===== config.mk =====
export PLATFORM = sky130hd
export DESIGN_NAME = atii_frac
export DESIGN_NICKNAME = d
export VERILOG_FILES = /design/src/hdl/atii_pkg.sv /design/src/hdl/atii_frac.sv
export SDC_FILE = /design/constraint.sdc
export NUM_CORES = 1
export LEC_CHECK = 0
export BUFFER_PORTS_ARGS = -buffer_cell sky130_fd_sc_hd__buf_4
export CAP_MARGIN = 15
export CORE_ASPECT_RATIO = 1.2
export CORE_UTILIZATION = 64
export DETAILED_ROUTE_END_ITERATION = 7
export PLACE_DENSITY = 0.82
export SETUP_SLACK_MARGIN = 0.1
export SYNTH_ARGS = -nofsm -noshare
export SYNTH_HDL_FRONTEND = slang
export SYNTH_SLANG_ARGS = --single-unit
export TNS_END_PERCENT = 10

===== constraint.sdc =====
create_clock -name aclk -period 9.35 [get_ports aclk]
set_input_delay 0.4675 -clock aclk [delete_from_list [all_inputs] [get_ports aclk]]
set_output_delay 0.4675 -clock aclk [all_outputs]
set_load 0.01 [all_outputs]

===== src/hdl/atii_pkg.sv =====
// attenuation table interpolator package: breakpoint, coefficient and reciprocal tables
// plus the stage enable struct shared by the pipeline modules
// no dependencies
package atii_pkg;

    localparam int NUM_BP  = 12;
    localparam int NUM_SEG = NUM_BP - 1;
    localparam int SEG_W   = 4;

    // clamp limits, Q12.4 meters
    localparam logic [15:0] RANGE_MIN_Q4 = 16'd112;
    localparam logic [15:0] RANGE_MAX_Q4 = 16'd52000;

    // segment index of the last breakpoint
    localparam logic [SEG_W-1:0] LAST_IDX = SEG_W'(NUM_BP - 1);

    // breakpoints, Q12.4 meters
    localparam logic [15:0] BP_Q4 [NUM_BP] = '{
        16'd112, 16'd208, 16'd320, 16'd512, 16'd800, 16'd1040,
        16'd1600, 16'd2560, 16'd3200, 16'd5200, 16'd9600, 16'd52000
    };

    // linear coefficients, Q2.30
    localparam logic [31:0] LIN_TAB [NUM_BP] = '{
        32'd751619277, 32'd375809638, 32'd236223201, 32'd150323855,
        32'd96636764, 32'd75161928, 32'd48318382, 32'd28991029,
        32'd23622320, 32'd15032386, 32'd7516193, 32'd1503239
    };

    // quadratic coefficients, Q2.30
    localparam logic [31:0] QUAD_TAB [NUM_BP] = '{
        32'd1932735283, 32'd472446403, 32'd214748365, 32'd75161928,
        32'd34359738, 32'd18253611, 32'd8053064, 32'd3006477,
        32'd2040109, 32'd751619, 32'd214748, 32'd7516
    };

    // per-segment reciprocal of the span, round(2^32 / span)
    localparam logic [25:0] RECIP_TAB [NUM_SEG] = '{
        26'd44739243, 26'd38347922, 26'd22369621, 26'd14913081,
        26'd17895697, 26'd7669584, 26'd4473924, 26'd6710886,
        26'd2147484, 26'd976129, 26'd101296
    };

    // fraction t, Q0.24 with room for exactly 1.0
    localparam int T_W = 25;

    // load enables for the five pipeline stages
    typedef struct packed {
        logic s1;
        logic s2;
        logic s3;
        logic s4;
        logic s5;
    } stage_en_t;

endpackage


===== src/hdl/atii_frac.sv =====
// stages two and three: offset times segment reciprocal, then rounding to the Q0.24 fraction
// depends on atii_pkg
module atii_frac
    import atii_pkg::*;
(
    input  logic             aclk,
    input  stage_en_t        en,
    input  logic [15:0]      off,
    input  logic [SEG_W-1:0] seg,
    input  logic             sat,
    output logic [SEG_W-1:0] seg2_reg,
    output logic             sat2_reg,
    output logic [T_W-1:0]   t_reg
);

    logic [41:0] prod_reg;
    logic [41:0] prod_next;
    logic [41:0] prod_rnd;

    // offset scaled by the stored reciprocal
    always_comb begin
        prod_next = 42'(off) * 42'(RECIP_TAB[seg]);
    end

    always_ff @(posedge aclk) begin
        if (en.s2) begin
            prod_reg <= prod_next;
            seg2_reg <= seg;
            sat2_reg <= sat;
        end
    end

    // round away the low 8 bits; the product stays below 2^32 for an unsaturated range
    always_comb begin
        prod_rnd = prod_reg + 42'd128;
    end

    always_ff @(posedge aclk) begin
        if (en.s3) begin
            t_reg <= prod_rnd[32:8];
        end
    end

endmodule


==> out/results.txt <==
outcome = finished clean
Worst-Skew Late Latency = 0.30 ns
Max Cap Viol = 0
Longest Clk Path Bufs = 2
fillers = 1559
Worst Skew = 0.00573 ns
FF-to-FF End = t_reg[24]
Distinct cells, synth = 48
Max stage delay cell, worst path = fa_1
crit start category = input port
hpwl dp = 24900 um
Initial DRT Pass Iterations = 5
most used cell, CP = fa_1
Sink Count = 56
Buf/Inv on CP = 8
CP required = 9.38 ns
Die Y-Extent = 161 um
global route overflow = 0
drt drc = 0
H-tree depth = 2
Initial DRC Count = 587
DP Worst Slack = 1.61 ns
min-delay src = sat
CTS tree = done
Clock Root Buffer = clkbuf_16
postcts setup bufs = 0
Final Hold Fails = 0
Die X = 135 um
Initial Util = 0.659
final slew viol count = 0
RSZ-0062 raised after global routing = false
I/O pins = 57
reg2reg setup slack = 6.93 ns
DR vias/cell = 5.77
Crit path max-delay family = adder cells
hold path depth = 1
Total Die Area = 0.0217 mm2
Area Overhead vs Synth = 6.02%
worst stage delay on the critical path = 0.53 ns
number of synthesized flops with an enable pin = 56
sequential area share after synthesis = 0.125
Final WS setup = 1.82 ns
row count = 57
Hold-fix buffers, CTS = 0
worst flop-to-flop path startpoint = prod_reg[9]
Syn Inst Count = 1433
critical path type = in2reg
core area = 0.0205 mm2
# nets final = 1855
Synth Flop Type = edfxtp_1
wire length of the first global-routing pass = 52500 um
largest net degree at the start of global routing = 32
worst r2r path cells = 7
Synth Register Bits = 56
fmax = 0.133 GHz
Worst Max-Slew Pin Slew = 1.05 ns
WL final = 32400 um
antenna violations before repair = 0
proportion of layout cells with a drive suffix above 1 = 0.0586
# diodes = 0
Worst Path Max Fanout = 31
wire per inst = 18.9 um
DR vias = 9893
Final period util = 0.805
Worst Hold Path EP = sat2_reg
Detail Route Antenna Nets = 0
Post-Syn Area = 0.0135 mm2
Final GP Congestion = 0.893
Critical Path AT = 7.56 ns
CP endpoint kind = flip-flop
Slew HR = 0.300
Hold Crit Class = in2reg
PostCTS Resize Cnt = 0
CTS Buf Count = 5
min Tclk post-route = 7.53 ns
Tot GR Track Use = 0.320
I/O Buffers = 53
Synth Net Count = 1839
Yosys warning count = 0
Async S/R FF share, synth = 0
Avg Cell Area, Syn = 9.42 um2
Largest register FFs = 26
Reg clk slew, reported paths = 0.07 ns
Final setup viols = 0
vias in the first global route = 10500
total negative slack = 0 ns
## worst max-delay path by stage
stage | from | endpoint | cells after the start
floorplan | seg[1] | prod_reg[32] | 25
global placement | seg[1] | prod_reg[32] | 28
detailed placement | seg[1] | prod_reg[32] | 28
CTS | seg[1] | prod_reg[32] | 28
global route | seg[1] | prod_reg[32] | 28
finish | seg[1] | prod_reg[32] | 28
## worst register-to-register path: cells and delay by family (launching register included)
family | cells | cell delay (ns)
flops | 1 | 0.43
simple gates | 6 | 1.59
xor+xnor | 1 | 0.15
## synth_stat cells, drive strengths merged (7+ instances only)
library cell	number	share of area
inv	324	0.090
fa	299	0.44
nand2	232	0.065
and2	139	0.064
ha	80	0.074
edfxtp	56	0.12
clkbuf	54	0.015
xnor2	46	0.030
nor2	39	0.011
a21oi	23	0.0091
nand3	22	0.0082
xor2	21	0.014
a21o	13	0.0072
and3	9	0.0042
nand2b	8	0.0037
nand4	8	0.0037
o21ai	8	0.0032
nor3	7	0.0033
## area by class of cell
cell class	instances	area, um2	share of cell area
Tap cell	265	332	0.0232
Sequential cell	56	1680	0.118
Inverter	324	1220	0.0850
Multi-Input combinational cell	994	10400	0.725
Timing Repair Buffer	68	510	0.0357
Clock inverter	3	68.8	0.00481
Clock buffer	5	125	0.00875
## cells in the final DEF, fill, tap and decap left out, types with 3 or more instances in the layout
cell type / n
o21ai_0: 7
fa_1: 299
nor2b_1: 3
a21o_1: 13
nand3_1: 22
a21oi_1: 21
and2_1: 138
nand4_1: 8
xor2_1: 21
ha_1: 80
and4_1: 5
edfxtp_1: 56
clkbuf_16: 5
and3_1: 9
xnor2_1: 46
nor3_1: 5
nor2_1: 39
nand2_1: 232
o21bai_1: 3
nand2b_1: 8
o211ai_1: 5
o21a_1: 4
buf_4: 68
inv_1: 324
## cells by family (layout without fill, tap and decap cells)
kind of cell,count (synthesis),after routing,share of synthesized area
and+or+nand+nor,476,476,0.170
buffers and inverters,383,400,0.107
AOI/OAI and AO/OA,71,71,0.0367
xor gates and xnor gates,67,67,0.0435
DFF,56,56,0.125
muxes,1,1,0.000742
adders and majority gates,379,379,0.518
## metal layers
layer | global-route usage | wire length (um)
met5 | 0 | 0
met4 | 0.151 | 1680
met3 | 0.0543 | 2450
met2 | 0.557 | 16800
met1 | 0.388 | 11400
## through the flow
stage / utilization / cell area, um2 / hold WS, ns / instances
after detailed placement: 0.689 / 14100 / 0.560 / 1707
after global routing: 0.699 / 14300 / 0.332 / 1715
after global placement: 0.689 / 14100 / 0.559 / 1707
after CTS: 0.699 / 14300 / 0.341 / 1715
after floorplan: - / 13500 / 0.527 / 1433
final: 0.699 / 14300 / 0.347 / 1715
Power is not shown: default switching activity piles up to over one toggle a cycle in this logic, so the estimate is an artifact.
