**config.mk**
```make
export PLATFORM = sky130hd
export DESIGN_NAME = atii_seg
export DESIGN_NICKNAME = d
export VERILOG_FILES = /design/src/hdl/atii_pkg.sv /design/src/hdl/atii_seg.sv
export SDC_FILE = /design/constraint.sdc
export NUM_CORES = 1
export LEC_CHECK = 0
export ABC_AREA = 1
export BUFFER_PORTS_ARGS = -buffer_cell sky130_fd_sc_hd__buf_2
export CELL_PAD_IN_SITES_DETAIL_PLACEMENT = 1
export CELL_PAD_IN_SITES_GLOBAL_PLACEMENT = 1
export CORE_ASPECT_RATIO = 0.9
export CORE_MARGIN = 1.5
export CORE_UTILIZATION = 40
export DETAILED_ROUTE_END_ITERATION = 10
export GPL_TIMING_DRIVEN = 0
export PLACE_DENSITY = 0.84
export SLEW_MARGIN = 10
export SYNTH_ARGS = -nofsm -noshare
export SYNTH_HDL_FRONTEND = slang
export SYNTH_SLANG_ARGS = --single-unit
```
**constraint.sdc**
```tcl
create_clock -name aclk -period 5 [get_ports aclk]
set_input_delay 0.5 -clock aclk [delete_from_list [all_inputs] [get_ports aclk]]
set_output_delay 0.5 -clock aclk [all_outputs]
set_load 0.05 [all_outputs]
```
**src/hdl/atii_pkg.sv**
```systemverilog
// attenuation table interpolator package: breakpoint, coefficient and reciprocal tables
// plus the stage enable struct shared by the pipeline modules
// no dependencies
package atii_pkg;

    localparam int NUM_BP  = 12;
    localparam int NUM_SEG = NUM_BP - 1;
    localparam int SEG_W   = 4;

    // clamp limits, Q12.4 meters
    localparam logic [15:0] RANGE_MIN_Q4 = 16'd112;
    localparam logic [15:0] RANGE_MAX_Q4 = 16'd52000;

    // segment index of the last breakpoint
    localparam logic [SEG_W-1:0] LAST_IDX = SEG_W'(NUM_BP - 1);

    // breakpoints, Q12.4 meters
    localparam logic [15:0] BP_Q4 [NUM_BP] = '{
        16'd112, 16'd208, 16'd320, 16'd512, 16'd800, 16'd1040,
        16'd1600, 16'd2560, 16'd3200, 16'd5200, 16'd9600, 16'd52000
    };

    // linear coefficients, Q2.30
    localparam logic [31:0] LIN_TAB [NUM_BP] = '{
        32'd751619277, 32'd375809638, 32'd236223201, 32'd150323855,
        32'd96636764, 32'd75161928, 32'd48318382, 32'd28991029,
        32'd23622320, 32'd15032386, 32'd7516193, 32'd1503239
    };

    // quadratic coefficients, Q2.30
    localparam logic [31:0] QUAD_TAB [NUM_BP] = '{
        32'd1932735283, 32'd472446403, 32'd214748365, 32'd75161928,
        32'd34359738, 32'd18253611, 32'd8053064, 32'd3006477,
        32'd2040109, 32'd751619, 32'd214748, 32'd7516
    };

    // per-segment reciprocal of the span, round(2^32 / span)
    localparam logic [25:0] RECIP_TAB [NUM_SEG] = '{
        26'd44739243, 26'd38347922, 26'd22369621, 26'd14913081,
        26'd17895697, 26'd7669584, 26'd4473924, 26'd6710886,
        26'd2147484, 26'd976129, 26'd101296
    };

    // fraction t, Q0.24 with room for exactly 1.0
    localparam int T_W = 25;

    // load enables for the five pipeline stages
    typedef struct packed {
        logic s1;
        logic s2;
        logic s3;
        logic s4;
        logic s5;
    } stage_en_t;

endpackage

```
**src/hdl/atii_seg.sv**
```systemverilog
// stage one: range clamp, segment search and offset into the segment
// depends on atii_pkg
module atii_seg
    import atii_pkg::*;
(
    input  logic             aclk,
    input  stage_en_t        en,
    input  logic [15:0]      range_q4,
    output logic [15:0]      off_reg,
    output logic [SEG_W-1:0] seg_reg,
    output logic             sat_reg
);

    logic [15:0]      d_clamp;
    logic [SEG_W-1:0] seg_next;
    logic [15:0]      off_next;
    logic             sat_next;

    // clamp to the bottom breakpoint, flag the top
    always_comb begin
        d_clamp  = (range_q4 < RANGE_MIN_Q4) ? RANGE_MIN_Q4 : range_q4;
        sat_next = (range_q4 >= RANGE_MAX_Q4);
    end

    // last breakpoint not above the range, the top breakpoint excluded
    always_comb begin
        seg_next = '0;
        for (int i = 1; i < NUM_SEG; i++) begin
            if (d_clamp >= BP_Q4[i]) begin
                seg_next = SEG_W'(i);
            end
        end
        off_next = d_clamp - BP_Q4[seg_next];
    end

    always_ff @(posedge aclk) begin
        if (en.s1) begin
            off_reg <= off_next;
            seg_reg <= seg_next;
            sat_reg <= sat_next;
        end
    end

endmodule

```
==> flow_summary.json, run 1 <==
{
  "cts_tree": "yes",
  "die_w_um": 74.72,
  "crit_arrival_ns": 3.98,
  "via_count": 1588,
  "placed_area_mm2": 0.002115,
  "cp_slowest_stage_delay_ns": 0.37,
  "clkTransAtPathRegs_ns": 0.07,
  "cap_violations": 0,
  "num-fill-cells": 588,
  "start_util_pct": 41.51,
  "hp-start": "range_q4[2]",
  "synth_top_area_share_pct": 34.05,
  "root_buffer": "clkbuf_8",
  "path_buf_inv": 4,
  "cts_resized": 0,
  "area_growth_pct": 16.62,
  "dp_cells": 325,
  "fmax_mhz": 252.3,
  "postSynthCellCount": 226,
  "p_leak_nw": 0.9978,
  "antenna_left": 0,
  "startpoint": "range_q4[12]",
  "min_period_ns": 3.963,
  "worstSetupEndpointType": "flip-flop",
  "min_period_over_period_pct": 79.26,
  "port_buffers": 37,
  "synth_nets": 265,
  "dpl.hpwl_um": 3593,
  "cp-start-kind": "input pin",
  "dr.first_iter.drc_count": 29,
  "avgSynthCellArea_um2": 8.194,
  "rsz0062_at_grt": "false",
  "grt_overflow": 0,
  "slew_viol_final": 0,
  "post_cts_buffers": 0,
  "setup_tns_ns": 0,
  "max-vdd-ir-drop_mv": 0.1093,
  "cp.required_ns": 5.02,
  "crit_type": "in2reg",
  "crit_cells": 25,
  "viasPerCell": 4.827,
  "n_antenna_cell": 0,
  "grt_max_degree": 22,
  "num_io_pins": 43,
  "cp_slowest_cell": "ha_1",
  "largest_reg_flops": 16,
  "h-tree-depth": 1,
  "synth-seq-cells": 21,
  "tightest_slew_ns": 0.4630,
  "design.core.area_mm2": 0.004461,
  "dr.pass1.iters": 4,
  "cp_top_family": "simple AND/OR/NAND/NOR gates",
  "grt_usage_pct": 18.03,
  "wire_per_inst_um": 12.96,
  "grt_pass1_vias": 1551,
  "design_area_mm2": 0.002160,
  "holdWs_ns": 0.5342,
  "fin_nets": 307,
  "die-area_mm2": 0.005047,
  "cts_buffer_depth": 2,
  "synth.most_common_cell": "nand2_1",
  "cts.sinks": 21,
  "drc": 0,
  "antenna_found_initial": 0,
  "wl_um": 4263,
  "cts_hold_buf": 0,
  "synth-warning-count": 0,
  "finalHoldViolCount": 0,
  "post-route-util_pct": 48.42,
  "ys_types": 38,
  "synthTopCellsByCount": "nand2_1, inv_1, nor2_1",
  "power.density_mw_per_mm2": 264.4,
  "yosysSeqAreaShare_pct": 34.05,
  "synthArstFlopShare_pct": 0,
  "critPathMaxFanout": 6,
  "grt_pass1_wl_um": 6948,
  "cts_inserted_buffers": 3,
  "drive_gt1_share_pct": 25.84,
  "multi_input_area_mm2": 0.001051,
  "slew_headroom_pct": 69.13,
  "synth_edf_count": 21,
  "outcome": "finished clean",
  "die_h_um": 67.55,
  "instances_no_fill": 329,
  "gp_congestion": 0.8764,
  "setup_viol": 0,
  "register_area_um2": 630.6,
  "min_path_cells": 3,
  "row_count": 23,
  "syn_area_mm2": 0.001852,
  "yosys.area.top_type": "edfxtp_1",
  "hold_path.class": "in2reg",
  "ys.flop_type": "edfxtp_1",
  "synth_area_leaders": "edfxtp_1, ha_1, nand2_1"
}
==> layout make-up <==
cell class,count,share of cell area [%]
tap,62,3.592
sequential,21,29.20
multi-input combinational,164,48.67
inverter,32,5.678
clock buffer,4,2.086
timing repair buffer,37,8.575
buffer,9,2.202
==> stage by stage <==
step	setup WS, ns	power [mW]
floorplan	1.355	0.4113
global placement	0.8848	0.4593
detailed placement	0.7951	0.4665
CTS	1.032	0.5762
global route	0.6648	0.5996
finish	1.037	0.5710
==> cells by family (layout without fill, tap and decap cells) <==
family / count (synthesis) / after routing / share of synthesized area [%]
AO/OA/AOI/OAI: 36 / 36 / 12.97
buffers and inverters: 41 / 82 / 9.190
AND/OR/NAND/NOR: 100 / 100 / 26.69
flip-flops: 21 / 21 / 34.05
adder cells (fa/ha/maj): 17 / 17 / 11.89
XOR/XNOR: 11 / 11 / 5.203
==> report_power, final <==
group	switching, mW	total (mW)	leakage (nW)	internal (mW)
clock	0.0532	0.110	0.0228	0.0567
combinational	0.166	0.232	0.770	0.0662
sequential	0.00461	0.229	0.205	0.224
==> per-layer routing <==
| metal | vias to the layer above | part of all wire (%) | GRT usage [%] |
|---|---|---|---|
| met1 | 734 | 48 | 23.32 |
| met5 | - | 0 | 0 |
| met4 | 0 | 0.49 | 4.773 |
| li1 | 826 | - | - |
| met3 | 2 | 2.2 | 1.343 |
| met2 | 26 | 50 | 32.37 |
==> final timing paths <==
path     endpoint  slack, ns
max   off_reg[14]       1.04
min    off_reg[2]       0.53
==> cells in the final DEF (no fill, tap or decap), drive strengths merged <==
cell type / count
o21a: 1
a21o: 2
nand2: 51
clkbuf: 11
edfxtp: 21
fa: 1
xnor2: 6
nand4: 3
nand3: 10
o31ai: 1
a211oi: 1
o21ai: 10
o2111ai: 1
a31oi: 3
dlygate4sd3: 1
nor3: 4
o211ai: 2
inv: 32
buf: 38
o21bai: 1
xor2: 5
nor2: 29
ha: 16
a21oi: 14
or2: 3
Note: power is estimated with default switching activity, not from simulation.
==> run 2, diff against run 1 <==
Settings changed: ABC_AREA 1 to 0, CORE_UTILIZATION 40 to 41.
Clock period 5 ns to 4.1 ns, I/O delays scaled along.
==> run 2 against run 1 <==
Sequential cell count did not move. Core utilization rose by 12 points. Total power rose by 35%. Sequential power rose by 21%. Clock-buffer cell count fell by 1. Critical path depth fell by 10. Worst setup slack got worse by 1.1 ns. Largest power group unchanged. Die area fell by 7.1%. The run now ends with setup timing left. Wire length rose by 43%. Hold slack got worse by 0.12 ns. Global-route usage rose by 6.1 points. Critical endpoint unchanged.
==> flow_summary.json, run 2 <==
{
  "cts_tree": "yes",
  "syn_area_mm2": 0.001758,
  "via_count": 1774,
  "p_leak_nw": 0.9946,
  "dpl.hpwl_um": 3279,
  "dr.first_iter.drc_count": 85,
  "area_growth_pct": 41.49,
  "cp_top_family": "compound AO/OA/AOI/OAI gates",
  "cts.sinks": 21,
  "cp.required_ns": 4.18,
  "synth-warning-count": 0,
  "synth_nets": 218,
  "synth_edf_count": 21,
  "hold_path.class": "in2reg",
  "path_buf_inv": 4,
  "cts_hold_buf": 0,
  "violations": "setup timing",
  "max-vdd-ir-drop_mv": 0.2643,
  "worstSetupEndpointType": "flip-flop",
  "switching_share_pct": 39.96,
  "critPathMaxFanout": 8,
  "num_io_pins": 43,
  "p_int_mw": 0.4642,
  "design.core.area_mm2": 0.004101,
  "die_h_um": 65.12,
  "setup_viol": 2,
  "tightest_slew_ns": 0.6346,
  "viasPerCell": 5.973,
  "yosys.area.top_type": "edfxtp_1",
  "power_frac_comb_pct": 45.2,
  "die-area_mm2": 0.004690,
  "ys.flop_type": "edfxtp_1",
  "h-tree-depth": 1,
  "ys_types": 48,
  "min_period_over_period_pct": 102.5,
  "grt_usage_pct": 24.12,
  "synth.most_common_cell": "edfxtp_1",
  "cts_buffer_depth": 2,
  "slew_headroom_pct": 57.61,
  "synthArstFlopShare_pct": 0,
  "power.density_mw_per_mm2": 310.8,
  "root_buffer": "clkbuf_8",
  "met1_usage_pct": 28.52,
  "avgSynthCellArea_um2": 9.821,
  "die_w_um": 72.02,
  "setup_tns_ns": -0.1374,
  "p_clk_share_pct": 19.0,
  "wire_per_inst_um": 20.58,
  "wl_um": 6113,
  "cp_common_cell": "or4_4",
  "yosysSeqAreaShare_pct": 35.87,
  "antenna_left": 0,
  "postSynthCellCount": 179,
  "seq_power_share_pct": 35.7,
  "largest_reg_flops": 16,
  "design_area_mm2": 0.002487,
  "grt_pass1_vias": 1754,
  "drc": 0,
  "crit_arrival_ns": 4.28,
  "grt_max_degree": 22,
  "grt_use_met2_pct": 42.25,
  "cap_violations": 0,
  "synth-seq-cells": 21,
  "rsz0062_at_grt": "true",
  "p_sw_mw": 0.3089,
  "dr.pass1.iters": 4,
  "layout_commonest_cell": "buf_2",
  "finalHoldViolCount": 0,
  "antenna_found_initial": 0,
  "synth_area_leaders": "edfxtp_1, ha_1, a21oi_1",
  "clkTransAtPathRegs_ns": 0.08,
  "placed_area_mm2": 0.002009,
  "dp_cells": 263,
  "synth_top_area_share_pct": 35.87,
  "outcome": "finished, violations left",
  "port_buffers": 36,
  "row_count": 22,
  "setup_ws_ns": -0.1036,
  "grt_pass1_wl_um": 8535,
  "synthTopCellsByCount": "edfxtp_1, ha_1, nand2_1",
  "grt.met3_usage_pct": 5.215,
  "instances_no_fill": 297,
  "top_usage_layer": "met2",
  "gp_congestion": 0.8386,
  "final_cell_mix": "buf_2, buf_4, edfxtp_1",
  "cts_inserted_buffers": 3,
  "num-fill-cells": 465,
  "cp-start-kind": "input pin",
  "slew_viol_final": 0,
  "start_util_pct": 42.86,
  "fin_nets": 289,
  "min_period_ns": 4.204,
  "cp_slowest_stage_delay_ns": 0.56,
  "cp_slowest_cell": "or4_4",
  "path_cells": "buf_8 > or4_4 > buf_4 > nor2_4 > clkinvlp_4 > o21ai_4 > inv_1 > ha_4 > a221oi_2 > ha_1 > a21oi_2 > o211ai_1 > or4_4 > a2111o_1 > o311ai_1",
  "grt_overflow": 0,
  "crit_type": "in2reg",
  "drive_gt1_share_pct": 46.59,
  "n_antenna_cell": 0,
  "fmax_mhz": 237.9
}
[run 2: power groups by stage]
stage	Sequential (mW)	Clock (mW)	Combinational, mW
global placement	0.280	0	0.268
global route	0.279	0.155	0.370
finish	0.276	0.147	0.350
CTS	0.277	0.148	0.308
floorplan	0.377	0	0.114
detailed placement	0.281	0	0.274
[run 2: worst paths after layout]
path / from / endpoint / cells after the start
min: range_q4[2] / off_reg[2] / 2
max: range_q4[12] / off_reg[14] / 15
[run 2: logic make-up after synthesis]
group | Yosys count | synth area share, %
AOI/OAI and AO/OA | 51 | 22.28
xor gates and xnor gates | 8 | 3.986
adders and majority gates | 17 | 12.53
buffers and inverters | 19 | 6.050
DFF | 21 | 35.87
muxes | 1 | 0.5694
and+or+nand+nor | 62 | 18.72
[run 2: layout make-up]
type | instances | area (µm²) | area share, %
plain buffers | 13 | 83.83 | 3.370
clock buffers | 3 | 41.29 | 1.660
clock inverters | 1 | 5.005 | 0.2012
inverters | 6 | 26.28 | 1.056
multi-input cells | 139 | 1201 | 48.29
flip-flops and latches | 21 | 630.6 | 25.35
well taps | 48 | 60.06 | 2.414
repair buffers | 66 | 439.2 | 17.66
[run 2: metrics by stage]
stage	setup slack (ns)	hold slack (ns)	utilization, %	total power [mW]
finish	-0.1036	0.4132	60.65	0.7731
global route	-0.1426	0.4255	60.65	0.8030
CTS	-0.1207	0.4196	56.28	0.7330
detailed placement	-0.5515	0.6955	48.99	0.5558
global placement	-0.5587	0.6982	48.99	0.5477
floorplan	-0.08684	0.5225	-	0.4906
[run 2: routing by layer]
| metal | share of wire [%] | up-vias | routed length (µm) |
|---|---|---|---|
| met1 | 38 | 864 | 2350 |
| met4 | 3.0 | 0 | 182 |
| met3 | 5.8 | 21 | 357 |
| met2 | 53 | 70 | 3222 |
| met5 | 0 | - | 0 |
| li1 | - | 819 | - |
[run 2: repair_timing]
action | 4_1_cts | 5_1_grt
pin swaps | 16 | 18
gates cloned | 0 | 0
setup buffers | 24 | 7
resized for setup | 21 | 28
setup endpoints to repair | 5 | 6
